File: src/rtl/hmpc_pkg.sv
// Shared types and constants for the hue-match pixel classifier.
// No dependencies; every other file refers to this package by scoped names.
package hmpc_pkg;

  localparam int COMP_W = 8;   // pixel component width
  localparam int HUE_W  = 9;   // signed hue / target width
  localparam int TOL_W  = 8;   // tolerance width
  localparam int Q_W    = 6;   // quotient bits, quotient never exceeds 42
  localparam int REM_W  = 14;  // dividend 42 * 255 fits in 14 bits
  localparam int DIST_W = 11;  // signed distance between target and hue

  localparam logic [5:0]        SECTOR     = 6'd42;
  localparam logic [7:0]        RED_BASE   = 8'd42;
  localparam logic [7:0]        GREEN_BASE = 8'd126;
  localparam logic [7:0]        BLUE_BASE  = 8'd210;
  localparam logic [HUE_W-1:0]  HUE_NONE   = 9'h1FF;
  localparam logic [HUE_W-1:0]  TARGET_RESET = 9'd0;
  localparam logic [TOL_W-1:0]  TOL_RESET  = 8'd30;
  localparam logic [HUE_W-1:0]  HUE_MAX    = 9'd252;

  typedef enum logic [0:0] {
    REG_TARGET_HUE    = 1'b0,
    REG_HUE_TOLERANCE = 1'b1
  } reg_idx_t;

  // Work carried from cell to cell along the divider chain.
  typedef struct packed {
    logic [REM_W-1:0]  rem;
    logic [Q_W-1:0]    quot;
    logic [COMP_W-1:0] divisor;
    logic [7:0]        base;
    logic              neg;
    logic              no_hue;
  } div_t;

endpackage

File: src/rtl/hmpc_if.sv
// Channel interfaces of the hue-match pixel classifier: pixel in, result out,
// register write. Depends on hmpc_pkg for field widths and the register index type.
interface hmpc_pixel_if;
  logic                       valid;
  logic                       ready;
  logic [hmpc_pkg::COMP_W-1:0] red;
  logic [hmpc_pkg::COMP_W-1:0] green;
  logic [hmpc_pkg::COMP_W-1:0] blue;
  modport source (output valid, output red, output green, output blue, input ready);
  modport sink   (input valid, input red, input green, input blue, output ready);
endinterface

interface hmpc_result_if;
  logic                             valid;
  logic                             ready;
  logic signed [hmpc_pkg::HUE_W-1:0] hue;
  logic                             is_match;
  modport source (output valid, output hue, output is_match, input ready);
  modport sink   (input valid, input hue, input is_match, output ready);
endinterface

interface hmpc_cfg_if;
  logic                       valid;
  logic                       ready;
  hmpc_pkg::reg_idx_t         index;
  logic [hmpc_pkg::HUE_W-1:0] data;
  modport source (output valid, output index, output data, input ready);
  modport sink   (input valid, input index, input data, output ready);
endinterface

File: src/rtl/hmpc_front.sv
// First cell: max/min/delta, sector choice and the scaled dividend of one pixel.
// Depends on hmpc_pkg.
module hmpc_front (
  input  logic                         clk,
  input  logic                         rst,
  input  logic                         in_valid,
  output logic                         in_ready,
  input  logic [hmpc_pkg::COMP_W-1:0]  red,
  input  logic [hmpc_pkg::COMP_W-1:0]  green,
  input  logic [hmpc_pkg::COMP_W-1:0]  blue,
  output logic                         out_valid,
  input  logic                         out_ready,
  output hmpc_pkg::div_t               out_data
);

  logic [hmpc_pkg::COMP_W-1:0] hi;
  logic [hmpc_pkg::COMP_W-1:0] lo;
  logic [hmpc_pkg::COMP_W-1:0] delta;
  logic [hmpc_pkg::COMP_W+1:0] delta_x3;
  logic signed [hmpc_pkg::COMP_W:0] diff;
  logic [hmpc_pkg::COMP_W-1:0] mag;
  hmpc_pkg::div_t              data_next;

  always_comb begin
    hi = red;
    if (green > hi) hi = green;
    if (blue > hi) hi = blue;
    lo = red;
    if (green < lo) lo = green;
    if (blue < lo) lo = blue;
    delta    = hi - lo;
    delta_x3 = {2'b00, delta} + {1'b0, delta, 1'b0};

    // Ties go to red, then green.
    if (red == hi) begin
      diff           = $signed({1'b0, green}) - $signed({1'b0, blue});
      data_next.base = hmpc_pkg::RED_BASE;
    end else if (green == hi) begin
      diff           = $signed({1'b0, blue}) - $signed({1'b0, red});
      data_next.base = hmpc_pkg::GREEN_BASE;
    end else begin
      diff           = $signed({1'b0, red}) - $signed({1'b0, green});
      data_next.base = hmpc_pkg::BLUE_BASE;
    end

    mag               = diff[hmpc_pkg::COMP_W] ? hmpc_pkg::COMP_W'(-diff)
                                               : diff[hmpc_pkg::COMP_W-1:0];
    data_next.neg     = diff[hmpc_pkg::COMP_W];
    data_next.rem     = {{(hmpc_pkg::REM_W-hmpc_pkg::COMP_W){1'b0}}, mag}
                      * {{(hmpc_pkg::REM_W-6){1'b0}}, hmpc_pkg::SECTOR};
    data_next.quot    = '0;
    data_next.divisor = delta;
    data_next.no_hue  = (delta_x3 <= {2'b00, hi});
  end

  assign in_ready = !out_valid || out_ready;

  always_ff @(posedge clk) begin
    if (rst) begin
      out_valid <= 1'b0;
    end else if (in_ready) begin
      out_valid <= in_valid;
    end
  end

  always_ff @(posedge clk) begin
    if (in_ready && in_valid) begin
      out_data <= data_next;
    end
  end

endmodule

File: src/rtl/hmpc_div_cell.sv
// One restoring-division cell: settles one quotient bit per beat.
// Depends on hmpc_pkg.
module hmpc_div_cell #(
  parameter int SHIFT = 0
) (
  input  logic            clk,
  input  logic            rst,
  input  logic            in_valid,
  output logic            in_ready,
  input  hmpc_pkg::div_t  in_data,
  output logic            out_valid,
  input  logic            out_ready,
  output hmpc_pkg::div_t  out_data
);

  logic [hmpc_pkg::REM_W-1:0] trial;
  logic                       fits;
  hmpc_pkg::div_t             data_next;

  always_comb begin
    trial = {{(hmpc_pkg::REM_W-hmpc_pkg::COMP_W){1'b0}}, in_data.divisor} << SHIFT;
    fits  = (in_data.rem >= trial);
    data_next      = in_data;
    data_next.rem  = fits ? in_data.rem - trial : in_data.rem;
    data_next.quot = {in_data.quot[hmpc_pkg::Q_W-2:0], fits};
  end

  assign in_ready = !out_valid || out_ready;

  always_ff @(posedge clk) begin
    if (rst) begin
      out_valid <= 1'b0;
    end else if (in_ready) begin
      out_valid <= in_valid;
    end
  end

  always_ff @(posedge clk) begin
    if (in_ready && in_valid) begin
      out_data <= data_next;
    end
  end

endmodule

File: src/rtl/hmpc_back.sv
// Last cell: signed hue from sector base and quotient, tolerance match, output register.
// Depends on hmpc_pkg.
module hmpc_back (
  input  logic                        clk,
  input  logic                        rst,
  input  logic                        in_valid,
  output logic                        in_ready,
  input  hmpc_pkg::div_t              in_data,
  input  logic [hmpc_pkg::HUE_W-1:0]  target_hue,
  input  logic [hmpc_pkg::TOL_W-1:0]  hue_tolerance,
  output logic                        out_valid,
  input  logic                        out_ready,
  output logic [hmpc_pkg::HUE_W-1:0]  hue,
  output logic                        is_match
);

  logic [hmpc_pkg::HUE_W-1:0]  hue_calc;
  logic [hmpc_pkg::HUE_W-1:0]  hue_next;
  logic [hmpc_pkg::DIST_W-1:0] gap;
  logic [hmpc_pkg::DIST_W-1:0] dist_abs;
  logic                        match_next;

  always_comb begin
    hue_calc = in_data.neg
      ? {1'b0, in_data.base} - {{(hmpc_pkg::HUE_W-hmpc_pkg::Q_W){1'b0}}, in_data.quot}
      : {1'b0, in_data.base} + {{(hmpc_pkg::HUE_W-hmpc_pkg::Q_W){1'b0}}, in_data.quot};
    hue_next = in_data.no_hue ? hmpc_pkg::HUE_NONE : hue_calc;
    gap      = {{(hmpc_pkg::DIST_W-hmpc_pkg::HUE_W){target_hue[hmpc_pkg::HUE_W-1]}},
                target_hue}
             - {{(hmpc_pkg::DIST_W-hmpc_pkg::HUE_W){1'b0}}, hue_calc};
    dist_abs = gap[hmpc_pkg::DIST_W-1] ? -gap : gap;
    match_next = !in_data.no_hue &&
      (dist_abs < {{(hmpc_pkg::DIST_W-hmpc_pkg::TOL_W){1'b0}}, hue_tolerance});
  end

  assign in_ready = !out_valid || out_ready;

  always_ff @(posedge clk) begin
    if (rst) begin
      out_valid <= 1'b0;
    end else if (in_ready) begin
      out_valid <= in_valid;
    end
  end

  always_ff @(posedge clk) begin
    if (in_ready && in_valid) begin
      hue      <= hue_next;
      is_match <= match_next;
    end
  end

endmodule

File: src/rtl/hue_match_pixel_classifier_core.sv
// Hue-match pixel classifier: takes one RGB pixel per beat and returns its hue
// (0..252, or -1 when saturation is too low) and a flag set when the hue lies
// strictly within hue_tolerance of target_hue, one pixel per clock while
// res.ready holds. Path: a front cell, a row of 6 restoring-division cells
// (one quotient bit each) and the output register. Every cell holds its beat
// under backpressure and fills bubbles; pixels enter until every cell is full.
// Registers: index 0 target_hue (reset 0), index 1 hue_tolerance (reset 30);
// write them only while no pixel is in flight. Depends on hmpc_pkg and hmpc_if.
module hue_match_pixel_classifier_core (
  input  logic                  clk,
  input  logic                  rst,
  hmpc_pixel_if.sink            pix,
  hmpc_result_if.source         res,
  hmpc_cfg_if.sink              cfg
);

  localparam int NCELL = hmpc_pkg::Q_W;

  logic [hmpc_pkg::HUE_W-1:0] target_hue;
  logic [hmpc_pkg::TOL_W-1:0] hue_tolerance;

  logic            stg_valid [NCELL+1];
  logic            stg_ready [NCELL+1];
  hmpc_pkg::div_t  stg_data  [NCELL+1];
  logic [hmpc_pkg::HUE_W-1:0] res_hue;

  assign cfg.ready = 1'b1;

  always_ff @(posedge clk) begin
    if (rst) begin
      target_hue    <= hmpc_pkg::TARGET_RESET;
      hue_tolerance <= hmpc_pkg::TOL_RESET;
    end else if (cfg.valid) begin
      unique case (cfg.index)
        hmpc_pkg::REG_TARGET_HUE:    target_hue    <= cfg.data;
        hmpc_pkg::REG_HUE_TOLERANCE: hue_tolerance <= cfg.data[hmpc_pkg::TOL_W-1:0];
      endcase
    end
  end

  hmpc_front u_front (
    .clk       (clk),
    .rst       (rst),
    .in_valid  (pix.valid),
    .in_ready  (pix.ready),
    .red       (pix.red),
    .green     (pix.green),
    .blue      (pix.blue),
    .out_valid (stg_valid[0]),
    .out_ready (stg_ready[0]),
    .out_data  (stg_data[0])
  );

  // Quotient bits settle MSB first down the row.
  for (genvar i = 0; i < NCELL; i++) begin : g_cell
    hmpc_div_cell #(
      .SHIFT (NCELL - 1 - i)
    ) u_cell (
      .clk       (clk),
      .rst       (rst),
      .in_valid  (stg_valid[i]),
      .in_ready  (stg_ready[i]),
      .in_data   (stg_data[i]),
      .out_valid (stg_valid[i+1]),
      .out_ready (stg_ready[i+1]),
      .out_data  (stg_data[i+1])
    );
  end

  hmpc_back u_back (
    .clk           (clk),
    .rst           (rst),
    .in_valid      (stg_valid[NCELL]),
    .in_ready      (stg_ready[NCELL]),
    .in_data       (stg_data[NCELL]),
    .target_hue    (target_hue),
    .hue_tolerance (hue_tolerance),
    .out_valid     (res.valid),
    .out_ready     (res.ready),
    .hue           (res_hue),
    .is_match      (res.is_match)
  );

  assign res.hue = $signed(res_hue);

  a_no_hue_no_match: assert property (@(posedge clk) disable iff (rst)
    (res.valid && res_hue == hmpc_pkg::HUE_NONE) |-> !res.is_match)
    else $error("no-hue result flagged as match");

  a_hue_range: assert property (@(posedge clk) disable iff (rst)
    (res.valid && res_hue != hmpc_pkg::HUE_NONE) |-> (res_hue <= hmpc_pkg::HUE_MAX))
    else $error("hue out of range");

  a_zero_tol: assert property (@(posedge clk) disable iff (rst)
    (res.valid && hue_tolerance == '0) |-> !res.is_match)
    else $error("match with zero tolerance");

  a_front_free: assert property (@(posedge clk) disable iff (rst)
    !stg_valid[0] |-> pix.ready)
    else $error("input stalled with empty front cell");

endmodule
File: src/flat_wrapper.sv
// flat-port wrapper written by rule: the top's interface ports become plain ports
module hue_match_pixel_classifier_core_flat 
  (clk, rst, pix_valid, pix_red, pix_green, pix_blue, pix_ready, res_valid, res_hue, res_is_match, res_ready, cfg_valid, cfg_index, cfg_data, cfg_ready);
  hmpc_pixel_if pix_i ();
  hmpc_result_if res_i ();
  hmpc_cfg_if cfg_i ();
  input  logic clk;
  input  logic rst;
  input wire logic [$bits(pix_i.valid)-1:0] pix_valid;
  input wire logic [$bits(pix_i.red)-1:0] pix_red;
  input wire logic [$bits(pix_i.green)-1:0] pix_green;
  input wire logic [$bits(pix_i.blue)-1:0] pix_blue;
  output wire logic [$bits(pix_i.ready)-1:0] pix_ready;
  output wire logic [$bits(res_i.valid)-1:0] res_valid;
  output wire logic [$bits(res_i.hue)-1:0] res_hue;
  output wire logic [$bits(res_i.is_match)-1:0] res_is_match;
  input wire logic [$bits(res_i.ready)-1:0] res_ready;
  input wire logic [$bits(cfg_i.valid)-1:0] cfg_valid;
  input wire logic [$bits(cfg_i.index)-1:0] cfg_index;
  input wire logic [$bits(cfg_i.data)-1:0] cfg_data;
  output wire logic [$bits(cfg_i.ready)-1:0] cfg_ready;
  assign pix_i.valid = pix_valid;
  assign pix_i.red = pix_red;
  assign pix_i.green = pix_green;
  assign pix_i.blue = pix_blue;
  assign pix_ready = pix_i.ready;
  assign res_valid = res_i.valid;
  assign res_hue = res_i.hue;
  assign res_is_match = res_i.is_match;
  assign res_i.ready = res_ready;
  assign cfg_i.valid = cfg_valid;
  assign cfg_i.index = cfg_index;
  assign cfg_i.data = cfg_data;
  assign cfg_ready = cfg_i.ready;
  hue_match_pixel_classifier_core u_core (.clk(clk), .rst(rst), .pix(pix_i), .res(res_i), .cfg(cfg_i));
endmodule
File: config.mk
export PLATFORM = sky130hd
export DESIGN_NAME = hue_match_pixel_classifier_core_flat
export DESIGN_NICKNAME = d
export VERILOG_FILES = /design/src/rtl/hmpc_pkg.sv /design/src/rtl/hmpc_if.sv /design/src/rtl/hmpc_front.sv /design/src/rtl/hmpc_div_cell.sv /design/src/rtl/hmpc_back.sv /design/src/rtl/hue_match_pixel_classifier_core.sv /design/src/flat_wrapper.sv
export SDC_FILE = /design/constraint.sdc
export NUM_CORES = 1
export LEC_CHECK = 0
export ABC_CLOCK_PERIOD_IN_PS = 10620
export BUFFER_PORTS_ARGS = -buffer_cell sky130_fd_sc_hd__buf_2
export CAP_MARGIN = 10
export CORE_MARGIN = 2
export CORE_UTILIZATION = 40
export CTS_BUF_LIST = sky130_fd_sc_hd__clkbuf_8
export CTS_CLUSTER_SIZE = 24
export DETAILED_ROUTE_END_ITERATION = 10
export GPL_TIMING_DRIVEN = 0
export PLACE_DENSITY = 0.64
export SYNTH_ARGS = -nofsm -noshare
export SYNTH_HDL_FRONTEND = slang
export SYNTH_SLANG_ARGS = --single-unit
File: constraint.sdc
create_clock -name clk -period 10.62 [get_ports clk]
set_input_delay 1.593 -clock clk [delete_from_list [all_inputs] [get_ports clk]]
set_output_delay 1.593 -clock clk [all_outputs]
set_load 0.03 [all_outputs]
==> summary.txt, run 1 <==
Clock network
  – Worst-path clk slew: 0.06 ns
  – Clock Latency Late Sink: 0.52 ns
  – CTS tree: built
  – Worst-case clock buffer depth: 3
  – CTS Root Buffer Type: clkbuf_8
  – Clk sinks: about 220
  – H-tree depth: 2
  – CTS buffer count: 34
  – Cts hold-fix bufs: 0

Layout
  – Commonest non-fill, non-tap cells in the layout: edfxtp_1, inv_1, ha_1, a21oi_1, nand2_1
  – Fill cells: between 3000 and 4000
  – Final #Nets: 1716
  – Commonest non-fill, non-tap cell in the layout: edfxtp_1
  – Post-route cell area: 16300 um2
  – Area Growth Syn to Fin: 11.4%
  – Layout cells sized above 1: 0.0948
  – # diodes: 0

Synth
  – Net Count, Synth: around 1600
  – Leading area contributor after synthesis: edfxtp_1
  – EDFF count, synth: 199
  – Netlist cell types: 78
  – Synth area leaders: edfxtp_1, ha_1, xnor2_1
  – Warnings, synthesis: 0
  – Post-Syn Instances: 1413
  – Yosys top cell area share: 0.407
  – Mapped Area: 14700 um2
  – Post-synthesis sequential area ratio: 0.441
  – Most used flip-flop cell after synthesis: edfxtp_1
  – Syn Area/Cell: 10.4 um2
  – Asr flop ratio synth: 0
  – Yosys reg bits: 224

Power and ir drop
  – Cell internal pwr: 2.37 mW
  – Clock share of power: 0.193
  – Pwr Density: 227 nW/um2
  – Switch Pwr: 1.35 mW
  – Sw Ratio: 0.363
  – Flop pwr share: 0.328
  – Pleak: 6.85 nW
  – Logic gate share of total power: 0.479
  – Worst VDD drop: around 0.10 mV

Run status
  – Outcome: complete, no violations

Timing
  – Final Hold Vio Count: 0
  – Setup-failing EPs final: 0
  – Setup Skew: ~0.035 ns
  – Achievable frequency: 99.0 MHz
  – Worst Tran Pin Value: about 0.99 ns
  – Fin crit period: 10.10 ns
  – Max-slew violation count: 0
  – Final worst setup slack: about 0.52 ns
  – Worst slew margin: 0.338
  – Tcrit/Tclk final: 0.951
  – Unrepaired setup endpoints after global routing: no

Global route
  – Initial antenna violation count: 0
  – GRT Util Overall: 0.156
  – Global-route wire length before repair: between 40000 and 50000 um
  – Largest net degree at the start of global routing: 31
  – Vias in the first global route: 10600
  – Gr ovfl total: 0

Place
  – DP Area: about 16000 um2
  – IO buf count: 49
  – Final Wtd Congestion: about 0.9
  – Pre-CTS setup slack: -0.581 ns
  – HPWL after DPL: 23400 um

Floorplan
  – FP Rows: 70
  – Ports: 52
  – Core Region: 36300 um2
  – Chip Height: 196 um
  – Die X-Extent: 196 um
  – Die Area: 38200 um2
  – Initial Util: 0.404

Critical path
  – CP peak stage delay: 0.49 ns
  – Slowest cell on crit path: fa_1
  – WP data required: between 10 and 15 ns
  – CP Max Fanout: 10
  – Critical Path End Type: flip-flop
  – Worst path most repeated cell: ha_1
  – CP arrival: 10.37 ns
  – Critical path type: in2reg
  – Critical Path Source Type: input pin

Drt
  – Number of DRC markers in iteration 0: 400
  – Final WL: 29100 um
  – DR pass1 iterations: 5
  – ANT nets after route: 0
  – Vias/cell: 5.18
  – Post-DR wirelength/cell: 14.6 um
  – Post-route DRC: 0
  – Via count: 10300

Worst hold path
  – Class of the worst hold path: reg2reg

Flow run
  – Max-Cap Viols: 0
==> flip-flops by register name (all words and copies together), names as in the netlist <==
signal and cells:
u_core.u_back.is_match 1, u_core.g_cell.u_cell.out_valid 6, u_core.g_cell.u_cell.out_data 162, u_core.target_hue 9
u_core.u_back.hue 9, u_core.hue_tolerance 8, u_core.u_front.out_valid 1, u_core.u_back.out_valid 1
u_core.u_front.out_data 27
==> worst max-delay path: cells and delay by family <==
kind	cells	cell delay (ns)
buf+inv	8	1.26
xor+xnor	2	0.40
fa+ha+maj	7	2.40
simple gates	7	1.53
compound gates	12	2.41
mux	2	0.73
==> final timing paths <==
path / startpoint / to / slack, ns / cells past startpoint
worst max register to register: u_core.g_cell[5].u_cell.out_data[18] / u_core.u_back.is_match / 4.84 / 32
worst min-delay path: u_core.g_cell[2].u_cell.out_data[1] / u_core.g_cell[3].u_cell.out_data[1] / 0.40 / 0
worst max-delay path: pix_green[7] / u_core.u_front.out_data[37] / 0.52 / 38
worst min register to register: u_core.g_cell[2].u_cell.out_data[1] / u_core.g_cell[3].u_cell.out_data[1] / 0.40 / 0
==> cell usage after synthesis, types with 33 or more instances <==
library cell / instances
inv_1: 157
nand2_1: 102
xor2_1: 41
xnor2_1: 72
edfxtp_1: 199
ha_1: 160
nand2b_1: 35
nor2b_1: 33
nor2_1: 84
a21oi_1: 116
o21ai_0: 73
a21o_1: 35
==> what timing repair did <==
| item | CTS | global route |
|---|---|---|
| cloned | 0 | 0 |
| hold endpoints to repair | 0 | 0 |
| setup endpoints to repair | 1 | 4 |
| buffers inserted | 0 | 1 |
| pin swaps | 0 | 1 |
| resized for setup | 1 | 7 |
==> kinds of logic after synthesis <==
| family | synth area share |
|---|---|
| adder cells (fa/ha/maj) | 0.156 |
| AO/OA/AOI/OAI | 0.141 |
| AND/OR/NAND/NOR | 0.123 |
| flip-flops | 0.441 |
| multiplexers | 0.0230 |
| other | 0.000256 |
| XOR/XNOR | 0.0675 |
| buffers and inverters | 0.0489 |
==> routing by layer <==
| layer | routed length [um] | part of all wire | vias to the layer above | GRT usage |
|---|---|---|---|---|
| met4 | 998 | 0.034 | 0 | 0.0616 |
| met1 | 12200 | 0.42 | 4844 | 0.180 |
| met2 | 14700 | 0.51 | 201 | 0.288 |
| met5 | 0 | 0 | - | 0 |
| li1 | - | - | 5242 | - |
| met3 | 1140 | 0.039 | 62 | 0.0238 |
==> layout make-up <==
cell class	instances	area, um2	area share
Tap cell	468	586	0.0358
Timing Repair Buffer	54	318	0.0194
Inverter	157	589	0.0361
Buffer	29	130	0.00796
Multi-Input combinational cell	1003	7550	0.462
Clock inverter	28	228	0.0139
Sequential cell	224	6480	0.396
Clock buffer	34	468	0.0286
==> power by group through the flow <==
stage | clock (mW) | combinational [mW] | sequential [mW]
6_report | 0.716 | 1.78 | 1.22
5_1_grt | 0.784 | 2.07 | 1.23
4_1_cts | 0.742 | 1.79 | 1.22
3_5_place_dp | 0 | 1.77 | 1.24
3_3_place_gp | 0 | 1.72 | 1.23
2_1_floorplan | 0 | 1.43 | 1.21
==> through the flow <==
step                      cells  power [mW]  utilization  hold slack (ns)  TNS [ns]
final                      1997        3.72        0.450            0.396         0
after detailed placement   1934        3.01        0.430            0.405     -1.56
after floorplan            1413        2.64            -            0.400         0
after global routing       1997        4.08        0.450            0.399         0
after CTS                  1996        3.75        0.449            0.383         0
after global placement     1930        2.96        0.427            0.400     -1.46
No activity file was read; power rests on OpenSTA's default activity.
==> run 2, diff against run 1 <==
--- a/config.mk
+++ b/config.mk
@@ -10,7 +10,6 @@
 export CAP_MARGIN = 10
 export CORE_MARGIN = 2
 export CORE_UTILIZATION = 40
-export CTS_BUF_LIST = sky130_fd_sc_hd__clkbuf_8
 export CTS_CLUSTER_SIZE = 24
 export DETAILED_ROUTE_END_ITERATION = 10
 export GPL_TIMING_DRIVEN = 0
==> summary.txt, run 2 (synthesis gave the netlist of run 1 again) <==
Clock network
  – CTS tree: built (unchanged)
  – Worst-case clock buffer depth: 3 (unchanged)
  – Cts hold-fix bufs: 0 (unchanged)
  – CTS Root Buffer Type: clkbuf_16 (was clkbuf_8)
  – Worst-path clk slew: 0.07 ns (was 0.06 ns)
  – Clk sinks: 224 (unchanged)
  – H-tree depth: 1 (was 2)
  – Clock Latency Late Sink: 0.50 ns (was 0.52 ns)
  – CTS buffer count: 22 (was 34)

Drt
  – Via count: 10300 (about the same)
  – Post-DR wirelength/cell: 14.8 um (was 14.6 um)
  – Final WL: 29200 um (was 29100 um)
  – ANT nets after route: 0 (unchanged)
  – DR pass1 iterations: 5 (unchanged)
  – Vias/cell: 5.21 (was 5.18)
  – Number of DRC markers in iteration 0: 423 (was 400)
  – Post-route DRC: 0 (unchanged)

Critical path
  – Critical Path Source Type: input pin (unchanged)
  – Worst path most repeated cell: ha_1 (unchanged)
  – CP peak stage delay: 0.54 ns (was 0.49 ns)
  – CP arrival: 10.33 ns (was 10.37 ns)
  – Slowest cell on crit path: or4b_4 (was fa_1)
  – Critical path type: in2reg (unchanged)
  – CP Max Fanout: 10 (unchanged)
  – Critical Path End Type: flip-flop (unchanged)
  – WP data required: 10.87 ns (was 10.88 ns)

Floorplan
  – Ports: 52 (unchanged)
  – FP Rows: 70 (unchanged)
  – Initial Util: 0.404 (unchanged)
  – Core Region: 36300 um2 (unchanged)
  – Chip Height: 196 um (unchanged)
  – Die X-Extent: 196 um (unchanged)
  – Die Area: 38200 um2 (unchanged)

Power and ir drop
  – Switch Pwr: 1.35 mW (about the same)
  – Pleak: 6.82 nW (was 6.85 nW)
  – Clock share of power: 0.205 (was 0.193)
  – Worst VDD drop: 0.103 mV (was 0.104 mV)
  – Sw Ratio: 0.357 (was 0.363)
  – Flop pwr share: 0.323 (was 0.328)
  – Pwr Density: 230 nW/um2 (was 227 nW/um2)
  – Logic gate share of total power: 0.472 (was 0.479)
  – Cell internal pwr: 2.42 mW (was 2.37 mW)

Timing
  – Worst slew margin: 0.345 (was 0.338)
  – Final worst setup slack: 0.547 ns (was 0.517 ns)
  – Final Hold Vio Count: 0 (unchanged)
  – Achievable frequency: 99.3 MHz (was 99.0 MHz)
  – Worst Tran Pin Value: 0.980 ns (was 0.990 ns)
  – Final hold slack: 0.416 ns (was 0.396 ns)
  – Unrepaired setup endpoints after global routing: no (unchanged)
  – Max-slew violation count: 0 (unchanged)
  – Fin crit period: 10.07 ns (was 10.10 ns)
  – Tcrit/Tclk final: 0.948 (was 0.951)
  – TNS Setup: 0 ns (unchanged)
  – Setup-failing EPs final: 0 (unchanged)
  – Setup Skew: 0.0144 ns (was 0.0347 ns)

Place
  – Final Wtd Congestion: 0.900 (unchanged)
  – IO buf count: 49 (unchanged)
  – HPWL after DPL: 23400 um (unchanged)
  – Placed insts: 1934 (unchanged)
  – Pre-CTS setup slack: -0.581 ns (unchanged)

Global route
  – Vias in the first global route: 10500 (was 10600)
  – Initial antenna violation count: 0 (unchanged)
  – Largest net degree at the start of global routing: 31 (unchanged)
  – GRT Util Overall: 0.155 (was 0.156)
  – Global-route wire length before repair: 49400 um (was 49300 um)
  – Gr ovfl total: 0 (unchanged)

Layout
  – Commonest non-fill, non-tap cells in the layout: edfxtp_1, ha_1, inv_1, a21oi_1, nand2_1 (was edfxtp_1, inv_1, ha_1, a21oi_1, nand2_1)
  – Biggest regs: u_core.g_cell.u_cell.out_data (162), u_core.u_front.out_data (27) (unchanged)
  – Largest Register: u_core.g_cell.u_cell.out_data (unchanged)
  – Core Util, Final: 0.451 (was 0.450)
  – Non-Filler Instances: 1975 (was 1997)
  – Commonest non-fill, non-tap cell in the layout: edfxtp_1 (unchanged)
  – Max reg flops: 162 (unchanged)
  – Layout cells sized above 1: 0.0902 (was 0.0948)
  – Area Growth Syn to Fin: 11.6% (was 11.4%)
  – Final #Nets: 1704 (was 1716)
  – # diodes: 0 (unchanged)

Worst hold path
  – Class of the worst hold path: reg2reg (unchanged)

Run status
  – Outcome: complete, no violations (unchanged)

Flow run
  – Max-Cap Viols: 0 (unchanged)
-- run 2: changes by cell type in the layout (fill, tap and decap cells not counted), sizes merged --
cell    previous run  this run
inv              167       157
clkbuf            56        48
bufinv             4         2
clkinv            12        10
-- run 2: path summary, 6_finish.rpt --
path | startpoint | to | slack (ns) | cells past startpoint
min reg2reg | u_core.g_cell[0].u_cell.out_data[8] | u_core.g_cell[1].u_cell.out_data[8] | 0.42 | 0
min | u_core.g_cell[0].u_cell.out_data[8] | u_core.g_cell[1].u_cell.out_data[8] | 0.42 | 0
max reg2reg | u_core.g_cell[5].u_cell.out_data[18] | u_core.u_back.is_match | 4.80 | 32
max | pix_green[7] | u_core.u_front.out_data[37] | 0.55 | 37
-- run 2: timing repair --
action	in CTS	in global routing
setup buffers	0	1
resized for setup	1	8
setup endpoints to repair	1	4
pin swaps	0	1
-- run 2: final cells by class --
type	instances	area (um2)
plain buffers	29	130
clock inverters	14	124
well taps	468	586
repair buffers	54	318
inverters	157	589
clock buffers	26	607
multi-input cells	1003	7550
fillers	3355	20000
flip-flops and latches	224	6480
-- run 2: routing by layer --
metal,up-vias,global-route usage,routed length (um)
li1,5207,-,-
met1,4842,0.185,12600
met2,173,0.288,14700
met3,66,0.0154,939
met4,0,0.0582,1030
met5,-,0,0
-- run 2: metrics by stage --
stage                     total power [mW]  cell area (um2)
after floorplan                       2.64            14700
after global placement                2.96            15500
after detailed placement              3.01            15600
after CTS                             3.80            16400
after global routing                  4.13            16400
final                                 3.77            16400
-- run 2: power by group through the flow --
| stage | Combinational [mW] | Clock (mW) | Sequential [mW] |
|---|---|---|---|
| after CTS | 1.79 | 0.796 | 1.22 |
| final | 1.78 | 0.774 | 1.22 |
| after global routing | 2.07 | 0.832 | 1.23 |
| after floorplan | 1.43 | 0 | 1.21 |
| after global placement | 1.72 | 0 | 1.23 |
| after detailed placement | 1.77 | 0 | 1.24 |
-- run 2: critical path: cells and delay by family --
| family | cells | cell delay, ns |
|---|---|---|
| adder cells (fa/ha/maj) | 7 | 2.40 |
| AO/OA/AOI/OAI | 11 | 2.30 |
| AND/OR/NAND/NOR | 6 | 1.62 |
| multiplexers | 4 | 1.11 |
| buffers and inverters | 7 | 0.88 |
| XOR/XNOR | 2 | 0.40 |
